$ cat config.mk
export PLATFORM = sky130hd
export DESIGN_NAME = bsrb_front
export DESIGN_NICKNAME = d
export VERILOG_FILES = /design/src/rtl/bsrb_pkg.sv /design/src/rtl/bsrb_front.sv
export SDC_FILE = /design/constraint.sdc
export NUM_CORES = 1
export LEC_CHECK = 0
export BUFFER_PORTS_ARGS = -buffer_cell sky130_fd_sc_hd__buf_4
export CAP_MARGIN = 40
export CORE_MARGIN = 8
export CORE_UTILIZATION = 45
export CTS_CLUSTER_SIZE = 16
export DETAILED_ROUTE_END_ITERATION = 16
export PLACE_DENSITY = 0.72
export SLEW_MARGIN = 20
export SYNTH_ARGS = -nofsm -noshare
export SYNTH_HDL_FRONTEND = slang
export SYNTH_SLANG_ARGS = --single-unit
$ cat constraint.sdc
create_clock -name clock -period 2.4 [get_ports clock]
set_clock_uncertainty 0.05 [all_clocks]
set_input_delay 0.6 -clock clock [delete_from_list [all_inputs] [get_ports clock]]
set_output_delay 0.6 -clock clock [all_outputs]
set_load 0.02 [all_outputs]
$ cat src/rtl/bsrb_pkg.sv
// Package: payload types, codes and sizes of the byte stream ring buffer.
package bsrb_pkg;

   localparam int BUFFER_DEPTH = 1024;
   localparam int ADDR_W       = $clog2(BUFFER_DEPTH);
   localparam int LEN_W        = 11;
   localparam int MAX_TAKE     = 64;
   localparam int GRANT_W      = 7;

   // command queue between front and back (power of two)
   localparam int CQ_DEPTH = 2;
   localparam int CQ_PTR_W = $clog2(CQ_DEPTH);
   localparam int CQ_CNT_W = $clog2(CQ_DEPTH + 1);

   // response queue (power of two)
   localparam int RQ_DEPTH = 4;
   localparam int RQ_PTR_W = $clog2(RQ_DEPTH);
   localparam int RQ_CNT_W = $clog2(RQ_DEPTH + 1);

   localparam logic [1:0] OP_GIVE  = 2'd0;
   localparam logic [1:0] OP_PUSH  = 2'd1;
   localparam logic [1:0] OP_TAKE  = 2'd2;
   localparam logic [1:0] OP_CLEAR = 2'd3;

   localparam logic [1:0] STAT_OK       = 2'd0;
   localparam logic [1:0] STAT_NO_ROOM  = 2'd1;
   localparam logic [1:0] STAT_TOO_BIG  = 2'd2;
   localparam logic [1:0] STAT_EMPTY    = 2'd3;

   typedef struct packed {
      logic [1:0]       operation;
      logic [LEN_W-1:0] length;
      logic             first_of_chunk;
      logic [7:0]       data_in;
   } req_type;

   typedef struct packed {
      logic [7:0]         data_out;
      logic [1:0]         status;
      logic               last;
      logic [GRANT_W-1:0] granted;
      logic [LEN_W-1:0]   fill_count;
   } rsp_type;

   typedef enum logic [2:0] {
      CMD_GIVE,
      CMD_PUSH,
      CMD_CONT,
      CMD_TAKE,
      CMD_CLEAR,
      CMD_NULL_CHUNK
   } cmd_kind_type;

   typedef struct packed {
      cmd_kind_type     kind;
      logic [LEN_W-1:0] length;
      logic [7:0]       data;
   } cmd_type;

endpackage

$ cat src/rtl/bsrb_front.sv
// Front end: accepts request transactions, classifies them, queues commands.
module bsrb_front import bsrb_pkg::*; (
   input  logic    clock,
   input  logic    reset,
   input  logic    req_push,
   output logic    req_full,
   input  req_type req_data,
   output logic    cmd_valid,
   output cmd_type cmd,
   input  logic    cmd_pop
);

   cmd_type               entry_ff [CQ_DEPTH];
   logic [CQ_PTR_W-1:0]   wr_ptr_ff, wr_ptr_in;
   logic [CQ_PTR_W-1:0]   rd_ptr_ff, rd_ptr_in;
   logic [CQ_CNT_W-1:0]   count_ff, count_in;
   cmd_type               new_cmd;
   logic                  accept;
   logic                  take_out;

   always_comb begin
      new_cmd.length = req_data.length;
      new_cmd.data   = req_data.data_in;
      case (req_data.operation)
         OP_CLEAR: new_cmd.kind = CMD_CLEAR;
         OP_TAKE:  new_cmd.kind = CMD_TAKE;
         OP_GIVE, OP_PUSH: begin
            if (!req_data.first_of_chunk) begin
               new_cmd.kind = CMD_CONT;
            end else if (req_data.length == '0) begin
               new_cmd.kind = CMD_NULL_CHUNK;
            end else if (req_data.operation == OP_GIVE) begin
               new_cmd.kind = CMD_GIVE;
            end else begin
               new_cmd.kind = CMD_PUSH;
            end
         end
         default: new_cmd.kind = CMD_CONT;
      endcase
   end

   assign req_full  = (count_ff == CQ_CNT_W'(CQ_DEPTH));
   assign cmd_valid = (count_ff != '0);
   assign cmd       = entry_ff[rd_ptr_ff];
   assign accept    = req_push && !req_full;
   assign take_out  = cmd_pop && cmd_valid;

   always_comb begin
      wr_ptr_in = accept   ? wr_ptr_ff + CQ_PTR_W'(1) : wr_ptr_ff;
      rd_ptr_in = take_out ? rd_ptr_ff + CQ_PTR_W'(1) : rd_ptr_ff;
      case ({accept, take_out})
         2'b10:   count_in = count_ff + CQ_CNT_W'(1);
         2'b01:   count_in = count_ff - CQ_CNT_W'(1);
         default: count_in = count_ff;
      endcase
   end

   always_ff @(posedge clock) begin
      if (reset) begin
         wr_ptr_ff <= '0;
         rd_ptr_ff <= '0;
         count_ff  <= '0;
      end else begin
         wr_ptr_ff <= wr_ptr_in;
         rd_ptr_ff <= rd_ptr_in;
         count_ff  <= count_in;
      end
   end

   always_ff @(posedge clock) begin
      if (accept) begin
         entry_ff[wr_ptr_ff] <= new_cmd;
      end
   end

endmodule

==> results.toml <==
[global_route]
grt_pass1_wl_um = 5470
grt_use_total_pct = 11.5
grt_pass1_vias = 1198
grt_max_degree = 23
grt.overflow.total = 0
antenna_found_initial = 0

[critical_path]
cp.arrival_ns = 1.44
slowest_stage = "mux2_2"
worstPathCellList = "buf_4 -> mux2_2 -> buf_4"
crit_path_max_incr_delay_ns = 0.39
crit_path_frequent_cell = "buf_4"
cp_max_fo = 22
required_ns = 1.75
critPathKind = "register to output port"
r2r_start = "count_ff[0]"
critPathLaunchType = "register"
endpoint_kind = "output port"
rr_endpoint = "entry_ff[0][18]"
r2r_cells = 5
rrSetupSlack_ns = 0.71

[logic_synthesis]
syn_inst = 104
syn-cell-area_sq_mm = 0.00186
avgSynthCellArea_sq_um = 17.9
syn_nets = 131
yosys_register_bits = 49
ys_types = 23
yosysSeqAreaShare_pct = 76.3
ys_warn_count = 0

[cells_and_area]
nets = 188
utilization_pct = 59.8
drive_above_1_share_pct = 52.5
diodes = 0
syn_to_final_growth_pct = 28.4

[floorplan]
start_util_pct = 46.5
die_width_um = 80.3
coreArea_sq_mm = 0.00400
io_pins = 50
die_h_um = 80.3
die-area_sq_mm = 0.00645
row_count = 23

[routing]
drc = 0
drtAntennaViolNets = 0
num_vias = 1057
drtIter0Drc = 53
routed_wl_um = 3510
drtPass1Iterations = 4
via_per_inst = 4.99
wl_per_cell_um = 16.6

[placement]
preCtsSetupSlack_ns = 0.563
dp_hpwl_um = 2600
gp_congestion = 0.715
port_buffers = 49

[timing]
min_period_ns = 2.09
setup_viol = 0
fin_crit_sh_pct = 87.1
report.final.slew_viol_count = 0
setup_tns_ns = 0
worst_slack_ns = 0.310
worst_slew_pin_slew_ns = 0.372
rsz0062_at_grt = "no"
slew_headroom_pct = 74.9
max_freq_mhz = 478
hold_viol = 0

[power_and_ir_drop]
power_mw = 2.49
ir_drop_mv = 0.498
p_per_area_mw_per_mm2 = 1040
power_leakage_nw = 0.921

[clocking]
cts-root-buf = "clkbuf_8"
postCtsResizedCells = 0
cts_tree = "done"
postCtsSetupBuffers = 0
clk_latency_ns = 0.29
cts-hold-fix-buffers = 0
htreeDepth = 2
cts_buffers = 5
clockBufferDepth = 2
clkTransAtPathRegs_ns = 0.08
cts_sinks = 49

[outcome]
outcome = "finished clean"

[hold_path]
worstHoldPathType = "primary input to register"
hold_path_end = "entry_ff[0][2]"
min_from = "req_data[2]"
min_path_cells = 1

[flow_run]
maxCapViolCount = 0
## cells in the mapped netlist
cell | count | area (sq um)
nor4_1 | 2 | 12.5
ha_1 | 1 | 12.5
or2_2 | 1 | 6.26
edfxtp_1 | 44 | 1320
nor3_1 | 1 | 5.00
xor2_1 | 1 | 8.76
o21ai_0 | 2 | 10.0
a21oi_1 | 3 | 15.0
buf_2 | 2 | 10.0
nor2_1 | 3 | 11.3
xnor2_1 | 2 | 17.5
nand2_1 | 4 | 15.0
and3_1 | 1 | 6.26
mux2_2 | 22 | 248
o21a_1 | 1 | 7.51
nand2b_2 | 1 | 8.76
mux2i_1 | 1 | 10.0
or3_1 | 2 | 12.5
dfxtp_1 | 5 | 100
inv_2 | 1 | 3.75
nand4_1 | 1 | 6.26
nor2b_1 | 1 | 6.26
inv_1 | 2 | 7.51
## how the worst max path moves through the flow
stage,start,end,slack (ns),cells past startpoint
2_1_floorplan,req_push,entry_ff[0][0],0.54,3
3_3_place_gp,req_push,entry_ff[0][2],0.60,5
3_5_place_dp,req_push,entry_ff[0][9],0.56,5
4_1_cts,register,cmd[14],0.28,3
5_1_grt,register,cmd[10],0.23,3
6_report,register,cmd[14],0.31,3
## worst max-delay path: cells and delay by family, from the launching register on
kind                   cells  cell delay (ns)
buffers and inverters      2             0.44
DFF                        1             0.31
muxes                      1             0.39
## where the power goes
| part | internal, mW | leakage, nW | total [mW] | switching, mW |
|---|---|---|---|---|
| sequential | 1.08 | 0.453 | 1.13 | 0.0479 |
| combinational | 0.425 | 0.424 | 0.903 | 0.479 |
| clock | 0.201 | 0.0439 | 0.452 | 0.251 |
## through the flow
| step | instances | hold WS (ns) | area [sq um] |
|---|---|---|---|
| 5_1_grt | 212 | 0.412 | 2390 |
| 4_1_cts | 212 | 0.423 | 2390 |
| 6_report | 212 | 0.436 | 2390 |
| 3_3_place_gp | 204 | 0.420 | 2300 |
| 3_5_place_dp | 204 | 0.441 | 2300 |
| 2_1_floorplan | 104 | 0.402 | 1860 |
## layout by cell type (no fill, tap or decap)
cell,count
a21oi_1,3
and3_1,1
buf_4,52
clkbuf_8,5
clkinv_2,2
clkinvlp_4,1
dfxtp_1,5
edfxtp_1,44
ha_1,1
inv_1,2
inv_2,1
mux2_2,22
mux2i_1,1
nand2_1,4
nand2b_2,1
nand4_1,1
nor2_1,3
nor2b_1,1
nor3_1,1
nor4_1,2
o21a_1,1
o21ai_0,2
or2_2,1
or3_1,2
xnor2_1,2
xor2_1,1
## layer usage
layer	vias to the layer above	global-route usage (%)	share of wire [%]
met5	-	0	0
met4	0	6.00	2.2
met2	23	22.1	57
met1	517	9.80	35
met3	8	4.69	5.3
li1	509	-	-
## kinds of logic after synthesis
group,count (synthesis),share of synthesized area (%)
flops,49,76.3
mux,23,13.8
simple gates,17,4.84
compound gates,6,1.75
buf+inv,5,1.14
xor+xnor,3,1.41
fa+ha+maj,1,0.672
## state kept, by name, indices dropped and copies added, names as in the netlist, named ones only
name,cells
count_ff,2
entry_ff,44
rd_ptr_ff,1
wr_ptr_ff,1
## area by class of cell
class                   instances  area [sq um]
repair buffers                 52           390
well taps                      50          62.6
multi-input cells              50           419
clock buffers                   5          68.8
flip-flops and latches         49          1420
fillers                       322          1610
inverters                       3          11.3
clock inverters                 3          17.5
(Power assumes the default switching activity.)
