--- src/rtl/bsrb_pkg.sv ---
// Package: payload types, codes and sizes of the byte stream ring buffer.
package bsrb_pkg;

   localparam int BUFFER_DEPTH = 1024;
   localparam int ADDR_W       = $clog2(BUFFER_DEPTH);
   localparam int LEN_W        = 11;
   localparam int MAX_TAKE     = 64;
   localparam int GRANT_W      = 7;

   // command queue between front and back (power of two)
   localparam int CQ_DEPTH = 2;
   localparam int CQ_PTR_W = $clog2(CQ_DEPTH);
   localparam int CQ_CNT_W = $clog2(CQ_DEPTH + 1);

   // response queue (power of two)
   localparam int RQ_DEPTH = 4;
   localparam int RQ_PTR_W = $clog2(RQ_DEPTH);
   localparam int RQ_CNT_W = $clog2(RQ_DEPTH + 1);

   localparam logic [1:0] OP_GIVE  = 2'd0;
   localparam logic [1:0] OP_PUSH  = 2'd1;
   localparam logic [1:0] OP_TAKE  = 2'd2;
   localparam logic [1:0] OP_CLEAR = 2'd3;

   localparam logic [1:0] STAT_OK       = 2'd0;
   localparam logic [1:0] STAT_NO_ROOM  = 2'd1;
   localparam logic [1:0] STAT_TOO_BIG  = 2'd2;
   localparam logic [1:0] STAT_EMPTY    = 2'd3;

   typedef struct packed {
      logic [1:0]       operation;
      logic [LEN_W-1:0] length;
      logic             first_of_chunk;
      logic [7:0]       data_in;
   } req_type;

   typedef struct packed {
      logic [7:0]         data_out;
      logic [1:0]         status;
      logic               last;
      logic [GRANT_W-1:0] granted;
      logic [LEN_W-1:0]   fill_count;
   } rsp_type;

   typedef enum logic [2:0] {
      CMD_GIVE,
      CMD_PUSH,
      CMD_CONT,
      CMD_TAKE,
      CMD_CLEAR,
      CMD_NULL_CHUNK
   } cmd_kind_type;

   typedef struct packed {
      cmd_kind_type     kind;
      logic [LEN_W-1:0] length;
      logic [7:0]       data;
   } cmd_type;

endpackage

--- src/rtl/bsrb_rsp_queue.sv ---
// Response queue: holds result transactions until the consumer pops them.
module bsrb_rsp_queue import bsrb_pkg::*; (
   input  logic                clock,
   input  logic                reset,
   input  logic                wr_en,
   input  rsp_type             wr_data,
   output logic [RQ_CNT_W-1:0] count,
   output logic                rsp_empty,
   input  logic                rsp_pop,
   output rsp_type             rsp_data
);

   rsp_type             entry_ff [RQ_DEPTH];
   logic [RQ_PTR_W-1:0] wr_ptr_ff, wr_ptr_in;
   logic [RQ_PTR_W-1:0] rd_ptr_ff, rd_ptr_in;
   logic [RQ_CNT_W-1:0] count_ff, count_in;
   logic                take_out;

   assign count     = count_ff;
   assign rsp_empty = (count_ff == '0);
   assign rsp_data  = entry_ff[rd_ptr_ff];
   assign take_out  = rsp_pop && !rsp_empty;

   // the back end only writes when it has seen room
   always_comb begin
      wr_ptr_in = wr_en    ? wr_ptr_ff + RQ_PTR_W'(1) : wr_ptr_ff;
      rd_ptr_in = take_out ? rd_ptr_ff + RQ_PTR_W'(1) : rd_ptr_ff;
      case ({wr_en, take_out})
         2'b10:   count_in = count_ff + RQ_CNT_W'(1);
         2'b01:   count_in = count_ff - RQ_CNT_W'(1);
         default: count_in = count_ff;
      endcase
   end

   always_ff @(posedge clock) begin
      if (reset) begin
         wr_ptr_ff <= '0;
         rd_ptr_ff <= '0;
         count_ff  <= '0;
      end else begin
         wr_ptr_ff <= wr_ptr_in;
         rd_ptr_ff <= rd_ptr_in;
         count_ff  <= count_in;
      end
   end

   always_ff @(posedge clock) begin
      if (wr_en) begin
         entry_ff[wr_ptr_ff] <= wr_data;
      end
   end

endmodule

--- config.mk ---
export PLATFORM = sky130hd
export DESIGN_NAME = bsrb_rsp_queue
export DESIGN_NICKNAME = d
export VERILOG_FILES = /design/src/rtl/bsrb_pkg.sv /design/src/rtl/bsrb_rsp_queue.sv
export SDC_FILE = /design/constraint.sdc
export NUM_CORES = 1
export LEC_CHECK = 0
export BUFFER_PORTS_ARGS = -buffer_cell sky130_fd_sc_hd__buf_2
export CAP_MARGIN = 10
export CORE_MARGIN = 1
export CORE_UTILIZATION = 37
export CTS_CLUSTER_DIAMETER = 60
export DETAILED_ROUTE_END_ITERATION = 10
export SYNTH_ARGS = -nofsm -noshare
export SYNTH_HDL_FRONTEND = slang
export SYNTH_SLANG_ARGS = --single-unit
--- constraint.sdc ---
create_clock -name clock -period 2.5 [get_ports clock]
set_input_delay 0 -clock clock [delete_from_list [all_inputs] [get_ports clock]]
set_output_delay 0 -clock clock [all_outputs]
set_load 0.05 [all_outputs]
==> results by group, run 1 <==
STA
  • Setup tns final: 0 ns
  • Clock Skews: about 0.0037 ns
  • Worst Tran Pin Value: 0.820 ns
  • Final setup viols: 0
  • Achievable Freq: around 480 MHz
  • Final period utilization: 0.835
  • RSZ-0062 raised after global routing: no
  • Tmin final: about 2.1 ns
  • Slew headroom: 0.453
  • Pins Over Slew Limit: 0
  • Final Hold Viols: 0

CTS
  • Clk pin slew, worst setup/hold paths: about 0.05 ns
  • CTS Buffer Depth: 2
  • Root buffer selected by CTS: clkbuf_16
  • CTS tree: built
  • Post-CTS setup buffer count: 0
  • H-tree levels: 4
  • CTS Sinks: 125
  • TritonCTS Buffers: 17
  • Worst skew pair latency: 0.40 ns

Logic synthesis
  • Register area share after synthesis: 0.790
  • Synthesized flop and latch total: between 100 and 150
  • Synth top area share: 0.751
  • Largest area contributor in the netlist: edfxtp_1
  • Top-count cell post-synth: edfxtp_1
  • Largest family of logic cells by synthesized area: multiplexers
  • Ys Warns: 0
  • Netlist cell types: 23
  • Compound-gate portion of the synthesized area: 0.00702
  • Mapped Nets: about 240
  • Post-Synth Adder-Cell Area: 0.0178
  • Ys async rst share: 0
  • Synth Area in Simple Gates: 0.0157
  • Mux cell area share after synthesis: 0.144
  • Synthesized area: 4640 um2
  • Post-synth top cells: edfxtp_1 (116), mux4_2 (28), dfxtp_1 (9)
  • Top cells by area, synth: edfxtp_1 (75%), mux4_2 (14%), dfxtp_1 (3.9%)
  • Synthesized instance count: 200
  • XOR/XNOR Fraction of Synth Area: 0.00756
  • Post-synth EDFFs: 116
  • Post-synth top flop: edfxtp_1
  • Synthesized area per cell: ~23 um2

Floorplan
  • Die height: ~110 um
  • Die Area: roughly 13000 um2
  • Starting density of the core: 0.383
  • Horiz. Die Dim: 114 um
  • Number of core rows: 40
  • Io pins: 66
  • Core box area: approximately 12000 um2

Routing
  • Vias per cell: around 4.7
  • Via count: ~2300
  • Wirelength, routed: between 8000 and 9000 um
  • DR WL/cell: approximately 16 um
  • Post-DRT Antenna Nets: 0
  • Initial DRT Pass Iterations: 4
  • Initial DRC count: approximately 140
  • # DRC: 0

Worst setup path
  • RR Endpoint: count[2]
  • CP Capture Type: output pin
  • Reg-to-reg startpoint: count[0]
  • Reg2Reg Depth: 8
  • Max stage delay cell, worst path: mux4_2
  • Crit Path Max Fanout: 14
  • CP arrival: roughly 2.1 ns
  • R2R setup slack: approximately 0.6 ns
  • CP Launch Type: register
  • CP required: ~2.5 ns
  • CP max stage delay: between 0.5 and 0.6 ns
  • Setup Crit Path Kind: reg2out
  • CP Capture Point: rsp_data[7]
  • Critical Path, Cell by Cell: buf_4 > mux4_2 > buf_2

Finish
  • Filler cells: between 1000 and 1500
  • Area delta synth->final: 31.1%
  • Final Util: 0.502
  • Layout cells sized above 1: 0.398
  • Diode count: 0
  • Fin nets: about 360

Run
  • Maxcap violations: 0

Global routing
  • First-pass GRT wire length: ~13000 um
  • Initial antenna violation count: 0
  • GR Overflow Total: 0
  • Vias in the first global route: about 2400
  • GRT Util Overall: 0.141
  • Largest net degree at the start of global routing: 30

Placed design
  • Dpl hpwl: around 5000 um
  • Number of port buffers: 65
  • Routability cong.: 0.711

Power
  • Max VDD drop: approximately 0.52 mV
  • Leakage: between 0.002 and 0.0025 uW
  • Power density over the cells: ~1100 nW/um2

Outcome
  • Status: finished clean

Worst hold path
  • Hold Crit Class: in2reg
cell usage in the layout (no fill, tap or decap), drive strengths merged:
cell           n
clkinvlp       1
xnor2          1
xor2           3
edfxtp       116
mux2i          1
and2           4
a21oi          3
bufinv         3
buf           73
inv            7
mux4          29
nor2           7
nor3           1
o31ai          1
dlygate4sd3   32
or3            2
nand2          1
fa             1
dfxtp          9
ha             5
o21ai          2
clkbuf        22
clkinv         5
cell families (layout without fill, tap and decap cells):
logic type,Yosys count,count (layout)
flip-flops,125,125
multiplexers,30,30
AND/OR/NAND/NOR,15,15
buffers and inverters,14,143
adder cells (fa/ha/maj),6,6
AO/OA/AOI/OAI,6,6
XOR/XNOR,4,4
through the flow:
step	cells	instance area [um2]	worst slack, ns	power [uW]	hold slack (ns)
final	497	6080	0.413	6390	0.337
after global routing	497	6080	0.267	6640	0.338
after global placement	434	5190	0.711	4060	0.214
after detailed placement	434	5190	0.635	4070	0.220
after CTS	497	6080	0.329	6470	0.325
after floorplan	200	4640	0.286	3750	0.0989
state kept, by name, indices dropped and copies added, names as in the netlist, named ones only:
register,count
count,3
entry_ff,116
rd_ptr_ff,2
wr_ptr_ff,2
final cells by class:
cell class	count	area [um2]	area share
repair buffers	105	718	0.118
clock buffers	22	444	0.0731
multi-input cells	61	895	0.147
clock inverters	9	120	0.0198
flip-flops and latches	125	3670	0.603
well taps	168	210	0.0346
inverters	7	26.3	0.00432
where the power goes:
part	leakage, uW	switching (uW)	total [uW]	internal [uW]
registers	0.00114	101	2530	2420
logic	0.000720	1010	1520	511
clock network	0.000273	798	2340	1550
worst max-delay path, delay by kind of cell, from the launching register on:
kind	cells	cell delay (ns)
multiplexers	1	0.57
flip-flops	1	0.51
buffers and inverters	2	0.60
worst min-delay path by stage:
| stage | start | endpoint | slack, ns | cells past startpoint |
|---|---|---|---|---|
| floorplan | wr_data[0] | entry_ff[0][0] | 0.1 | 0 |
| global placement | wr_data[13] | entry_ff[0][13] | 0.21 | 1 |
| detailed placement | wr_data[6] | entry_ff[0][6] | 0.22 | 1 |
| CTS | wr_data[27] | entry_ff[1][27] | 0.32 | 2 |
| global route | wr_data[25] | entry_ff[0][25] | 0.34 | 2 |
| finish | wr_data[27] | entry_ff[0][27] | 0.34 | 2 |
what timing repair did:
action,in CTS,in global routing
resized for setup,0,0
hold buffers,32,0
endpoints found under the setup margin,0,0
endpoints found under the hold margin,125,0
layer usage:
layer / vias up / GRT usage / part of all wire
met3: 12 / 0.0595 / 0.054
met1: 1188 / 0.181 / 0.47
met5: - / 0 / 0
met4: 0 / 0.0649 / 0.013
met2: 63 / 0.208 / 0.47
li1: 1058 / - / -
Power figures use the tool's default switching activity.
==> run 2: changes to the inputs <==
==> constraint.sdc (replaced) <==
create_clock -name clock -period 1.7 [get_ports clock]
set_input_delay 0 -clock clock [delete_from_list [all_inputs] [get_ports clock]]
set_output_delay 0 -clock clock [all_outputs]
set_load 0.05 [all_outputs]
==> results by group, run 2 (synthesis gave the netlist of run 1 again) <==
Outcome
  • Status: finished clean

Routing
  • Vias per cell: 4.66 (-0.26%)
  • # DRC: 0 (unchanged)
  • M1 WL: 3960 um (+4.0%)
  • Initial DRC count: 135 (-5.6%)
  • Initial DRT Pass Iterations: 6 (+2)
  • DR WL/cell: 16.7 um (+1.6%)
  • Max Used Layer: met4
  • Via count: 2343 (+0.95%)
  • DR WL met2: 3930 um (+3.4%)
  • Met3 routed WL: 301 um (-32%)
  • Wirelength, routed: 8390 um (+2.8%)
  • Post-DRT Antenna Nets: 0 (unchanged)

CTS
  • Worst skew pair latency: 0.41 ns (about the same)
  • Root buffer selected by CTS: clkbuf_16
  • Clk pin slew, worst setup/hold paths: 0.05 ns (about the same)
  • CTS Buffer Depth: 2 (unchanged)
  • CTS tree: built
  • H-tree levels: 4 (unchanged)
  • TritonCTS Buffers: 17 (unchanged)
  • CTS Sinks: 125 (unchanged)

Finish
  • Reg with most FFs: entry_ff
  • Leading cell types in the layout, fill and taps excluded: edfxtp_1 (116), buf_2 (36), dlygate4sd3_1 (32)
  • Fin nets: 361 (+1.4%)
  • Layout cells sized above 1: 0.436 (+0.0376)
  • Final Util: 0.530 (+0.0281)
  • Diode count: 0 (unchanged)
  • Area delta synth->final: 38.5%
  • Commonest non-fill, non-tap cell in the layout: edfxtp_1
  • Largest register FFs: 116 (unchanged)

Worst setup path
  • CP Launch Type: register
  • CP required: 1.70 ns (-0.80 ns)
  • CP arrival: 1.70 ns (-0.39 ns)
  • Crit Path Max Fanout: 9 (-5)
  • Buf+Inv Stages, Crit Path: 2 (unchanged)
  • CP Capture Type: output pin
  • CP max stage delay: 0.54 ns (-0.03 ns)
  • Crit path max-delay family: multiplexers
  • Critical Path, Cell by Cell: buf_12 > mux4_2 > buf_6
  • Setup Crit Path Kind: reg2out
  • Max stage delay cell, worst path: mux4_2

STA
  • Final setup viols: 0 (unchanged)
  • Worst Tran Pin Value: 0.465 ns (-0.355 ns)
  • Pins Over Slew Limit: 0 (unchanged)
  • Achievable Freq: just under 600 MHz
  • Final worst slack: 0.000273 ns (-0.412 ns)
  • Clock Skews: 0.00261 ns (-0.00104 ns)
  • Final Hold Viols: 0 (unchanged)
  • Slew headroom: 0.690 (+0.237)
  • Tmin final: roughly 1.7 ns
  • RSZ-0062 raised after global routing: yes
  • Final period utilization: 1.00

Global routing
  • GR Overflow Total: 0 (unchanged)
  • GRT Util Overall: 0.143 (+0.00233)
  • Vias in the first global route: 2442 (+0.49%)
  • Largest net degree at the start of global routing: 30 (unchanged)
  • Initial antenna violation count: 0 (unchanged)
  • First-pass GRT wire length: 13000 um (+0.91%)

Placed design
  • Number of port buffers: 65 (unchanged)
  • Routability cong.: 0.687 (-3.3%)
  • Pre-CTS WS: -0.0461 ns (-0.681 ns)
  • Dpl hpwl: 4760 um (-3.8%)

Floorplan
  • Die Area: 13000 um2 (unchanged)
  • Die height: 114 um (unchanged)
  • Io pins: 66 (unchanged)
  • Number of core rows: 40 (unchanged)
  • Starting density of the core: 0.383 (unchanged)
  • Core box area: 12100 um2 (unchanged)
  • Horiz. Die Dim: 114 um (unchanged)

Power
  • Clock power share: 0.355 (-0.012)
  • Power density over the cells: 1590 nW/um2 (+51%)
  • Switching share of power: 0.290 (-0.00856)
  • Seq pwr share: 0.361 (-0.034)
  • Logic gate share of total power: 0.284 (+0.046)
  • Total power: 10200 uW (+59%)
  • Leakage: 0.00225 uW (+5.4%)
  • Max VDD drop: 0.722 mV (+40%)
  • Psw: 2950 uW (+55%)
  • Internal: 7220 uW (+61%)

Worst hold path
  • Hold Crit Class: in2reg

Run
  • Maxcap violations: 0 (unchanged)
run 2: cell types whose count changed in the layout (fill, tap and decap cells not counted), moves of 3 or more:
cell | before | now
and2_2 | 4 | 1
and2_4 | 0 | 3
buf_2 | 65 | 36
dfxtp_4 | 0 | 4
buf_12 | 1 | 4
buf_6 | 0 | 27
dfxtp_1 | 7 | 4
run 2: cell type report:
cell class                 count  area [um2]
tap                          168         210
clock inverter                10         145
inverter                       7        26.3
timing repair buffer         110         982
sequential                   125        3680
fill                         971        5690
clock buffer                  22         444
multi-input combinational     61         932
run 2: worst paths after layout:
| check | startpoint | to | slack (ns) | depth (start not counted) |
|---|---|---|---|---|
| setup reg to reg | count[1] | count[2] | 0.03 | 8 |
| setup / recovery | register | rsp_data[6] | 0.0003 | 3 |
| hold / removal | wr_data[1] | entry_ff[2][1] | 0.34 | 2 |
| hold reg to reg | rd_ptr_ff[1] | register | 0.50 | 2 |
run 2: stage by stage:
step           TNS, ns  instance area [um2]  instances  hold slack [ns]
5_1_grt         -0.698                 6420        503            0.347
3_3_place_gp         0                 5250        435            0.214
4_1_cts          -1.09                 6440        504            0.325
3_5_place_dp   -0.0461                 5250        435            0.218
2_1_floorplan  -0.0648                 4670        200           0.0989
6_report             0                 6420        503            0.337
run 2: what timing repair did:
action	4_1_cts	5_1_grt
gates resized for setup	61	9
hold buffers	32	0
hold endpoints to repair	125	0
buffers inserted	3	1
gates cloned	2	0
endpoints found under the setup margin	28	99
pin swaps	1	1
run 2: power groups by stage:
| stage | clock (uW) | sequential [uW] | combinational, uW |
|---|---|---|---|
| final | 3610 | 3680 | 2890 |
| after detailed placement | 0 | 3740 | 2370 |
| after CTS | 3670 | 3690 | 2970 |
| after floorplan | 0 | 3820 | 1760 |
| after global routing | 3800 | 3690 | 3050 |
| after global placement | 0 | 3730 | 2360 |
run 2: layer usage:
layer  up-vias  global-route usage
met5         -                   0
met4         0              0.0779
met3        19              0.0446
met2        61               0.211
met1      1198               0.190
li1       1065                   -
==> run 3: changes to the inputs <==
--- a/config.mk
+++ b/config.mk
@@ -9,8 +9,9 @@
 export CAP_MARGIN = 10
 export CORE_MARGIN = 1
 export CORE_UTILIZATION = 37
-export CTS_CLUSTER_DIAMETER = 60
+export CTS_CLUSTER_DIAMETER = 150
 export DETAILED_ROUTE_END_ITERATION = 10
+export GPL_TIMING_DRIVEN = 0
 export SYNTH_ARGS = -nofsm -noshare
 export SYNTH_HDL_FRONTEND = slang
 export SYNTH_SLANG_ARGS = --single-unit
==> results by group, run 3 (synthesis gave the netlist of run 1 again) <==
Outcome
  • Failing checks: setup timing
  • Status: complete, but fails checks

STA
  • Final period utilization: 1.04 (+0.0434)
  • Final Hold Viols: 0 (unchanged)
  • Worst Tran Pin Value: 0.817 ns (+0.352 ns)
  • Achievable Freq: 564 MHz (-4.2%)
  • Tmin final: 1.77 ns (+0.0737 ns)
  • Final setup viols: 25 (+25)
  • Slew headroom: 0.455 (-0.235)
  • Clock Skews: 0.00499 ns (+0.00238 ns)
  • RSZ-0062 raised after global routing: yes
  • Pins Over Slew Limit: 0 (unchanged)
  • Final worst slack: -0.0735 ns (-0.0737 ns)
  • WHS: 0.340 ns (+0.00347 ns)

Worst setup path
  • CP Capture Type: output pin
  • CP Launch Type: register
  • Crit Path Max Fanout: 5 (-4)
  • Setup Crit Path Kind: reg2out
  • CP required: 1.70 ns (about the same)
  • CP arrival: 1.77 ns (+0.07 ns)

CTS
  • Clk pin slew, worst setup/hold paths: 0.06 ns (about the same)
  • H-tree levels: 4 (unchanged)
  • CTS Buffer Depth: 2 (unchanged)
  • TritonCTS Buffers: 17 (unchanged)
  • Worst skew pair latency: 0.41 ns (about the same)
  • CTS tree: built
  • Root buffer selected by CTS: clkbuf_16
  • CTS Sinks: 125 (unchanged)

Floorplan
  • Io pins: 66 (unchanged)
  • Starting density of the core: 0.383 (unchanged)
  • Die height: 114 um (unchanged)
  • Horiz. Die Dim: 114 um (unchanged)
  • Number of core rows: 40 (unchanged)
  • Die Area: 13000 um2 (unchanged)
  • Core box area: 12100 um2 (unchanged)

Global routing
  • GR Overflow Total: 0 (unchanged)
  • GRT Util Overall: 0.140 (-0.00348)
  • Initial antenna violation count: 0 (unchanged)
  • First-pass GRT wire length: 12800 um (-1.5%)
  • Largest net degree at the start of global routing: 30 (unchanged)
  • Vias in the first global route: 2418 (-0.98%)

Routing
  • Vias per cell: 4.55 (-2.4%)
  • Wirelength, routed: 8310 um (-1.0%)
  • Via count: 2309 (-1.5%)
  • Post-DRT Antenna Nets: 0 (unchanged)
  • Initial DRC count: 108 (-20%)
  • Initial DRT Pass Iterations: 4 (-2)
  • # DRC: 0 (unchanged)
  • DR WL/cell: 16.4 um (-2.0%)

Finish
  • Layout cells sized above 1: 0.453 (+0.0171)
  • Largest register FFs: 116 (unchanged)
  • Commonest non-fill, non-tap cell in the layout: edfxtp_1
  • FF+latch area: 3680 um2 (unchanged)
  • Leading cell types in the layout, fill and taps excluded: edfxtp_1 (116), buf_2 (38), dlygate4sd3_1 (33)
  • Fin nets: 366 (+1.4%)
  • Area delta synth->final: 41.8%
  • Fin area: 6570 um2 (+2.4%)
  • Filler cells: 968 (-0.31%)
  • Area of the multi-input gates: 932 um2 (unchanged)
  • Diode count: 0 (unchanged)
  • Reg with most FFs: entry_ff

Placed design
  • DP Area: 5210 um2 (-0.83%)
  • Pre-CTS WS: -0.0540 ns (-0.00792 ns)
  • Number of port buffers: 64 (-1.5%)
  • Dpl hpwl: 4580 um (-3.8%)
  • Routability cong.: 0.654 (-4.9%)

Power
  • Leakage: 0.00231 uW (+2.7%)
  • Total power: 10700 uW (+5.3%)
  • Power density over the cells: 1630 nW/um2 (+2.9%)
  • Max VDD drop: 0.887 mV (+23%)

Worst hold path
  • Hold Crit Class: in2reg

Run
  • Maxcap violations: 0 (unchanged)
-- run 3: per-stage QoR --
stage | setup TNS [ns] | cells | utilization
2_1_floorplan | -0.0648 | 200 | -
3_3_place_gp | -62.54 | 432 | 0.429
3_5_place_dp | -0.0540 | 432 | 0.430
4_1_cts | -1.13 | 505 | 0.536
5_1_grt | -2.17 | 508 | 0.543
6_report | -0.831 | 508 | 0.543
-- run 3: per-layer routing --
metal,up-vias,track usage,part of all wire
li1,1077,-,-
met1,1162,0.169,0.45
met2,55,0.228,0.49
met3,15,0.0468,0.042
met4,0,0.0623,0.015
met5,-,0,0
-- run 3: critical path, stage by stage (launching register included) --
cell	delay [ns]
dfxtp_4	0.39
buf_12	0.12
buf_16	0.12
mux4_2	0.55
buf_8	0.18
-- run 3: cell type report --
class | count | share of cell area
Sequential cell | 125 | 0.560
Timing Repair Buffer | 108 | 0.150
Multi-Input combinational cell | 61 | 0.142
Clock buffer | 19 | 0.0659
Clock inverter | 13 | 0.0335
Tap cell | 168 | 0.0320
Buffer | 7 | 0.0128
Inverter | 7 | 0.00400
-- run 3: path summary, 6_finish.rpt --
check | startpoint | to | slack, ns | cells after the start
worst min-delay path | wr_data[6] | entry_ff[2][6] | 0.34 | 2
worst min register to register | rd_ptr_ff[1] | rd_ptr_ff[1] | 0.50 | 2
worst max-delay path | register | rsp_data[9] | -0.07 | 4
worst max register to register | count[1] | count[2] | 0.05 | 8
-- run 3: timing repair --
item	4_1_cts	5_1_grt
buffers inserted	7	1
pin swaps	1	1
endpoints found under the hold margin	125	0
resized for setup	64	11
gates cloned	1	2
endpoints found under the setup margin	52	116
hold buffers	33	0
-- run 3: power by group --
part | internal [uW] | leakage, uW | total [uW] | switching (uW)
Combinational | 1370 | 0.000857 | 3080 | 1710
Sequential | 3590 | 0.00114 | 3670 | 89.4
Clock | 2730 | 0.000308 | 3960 | 1230
Total | 7690 | 0.00231 | 10700 | 3030
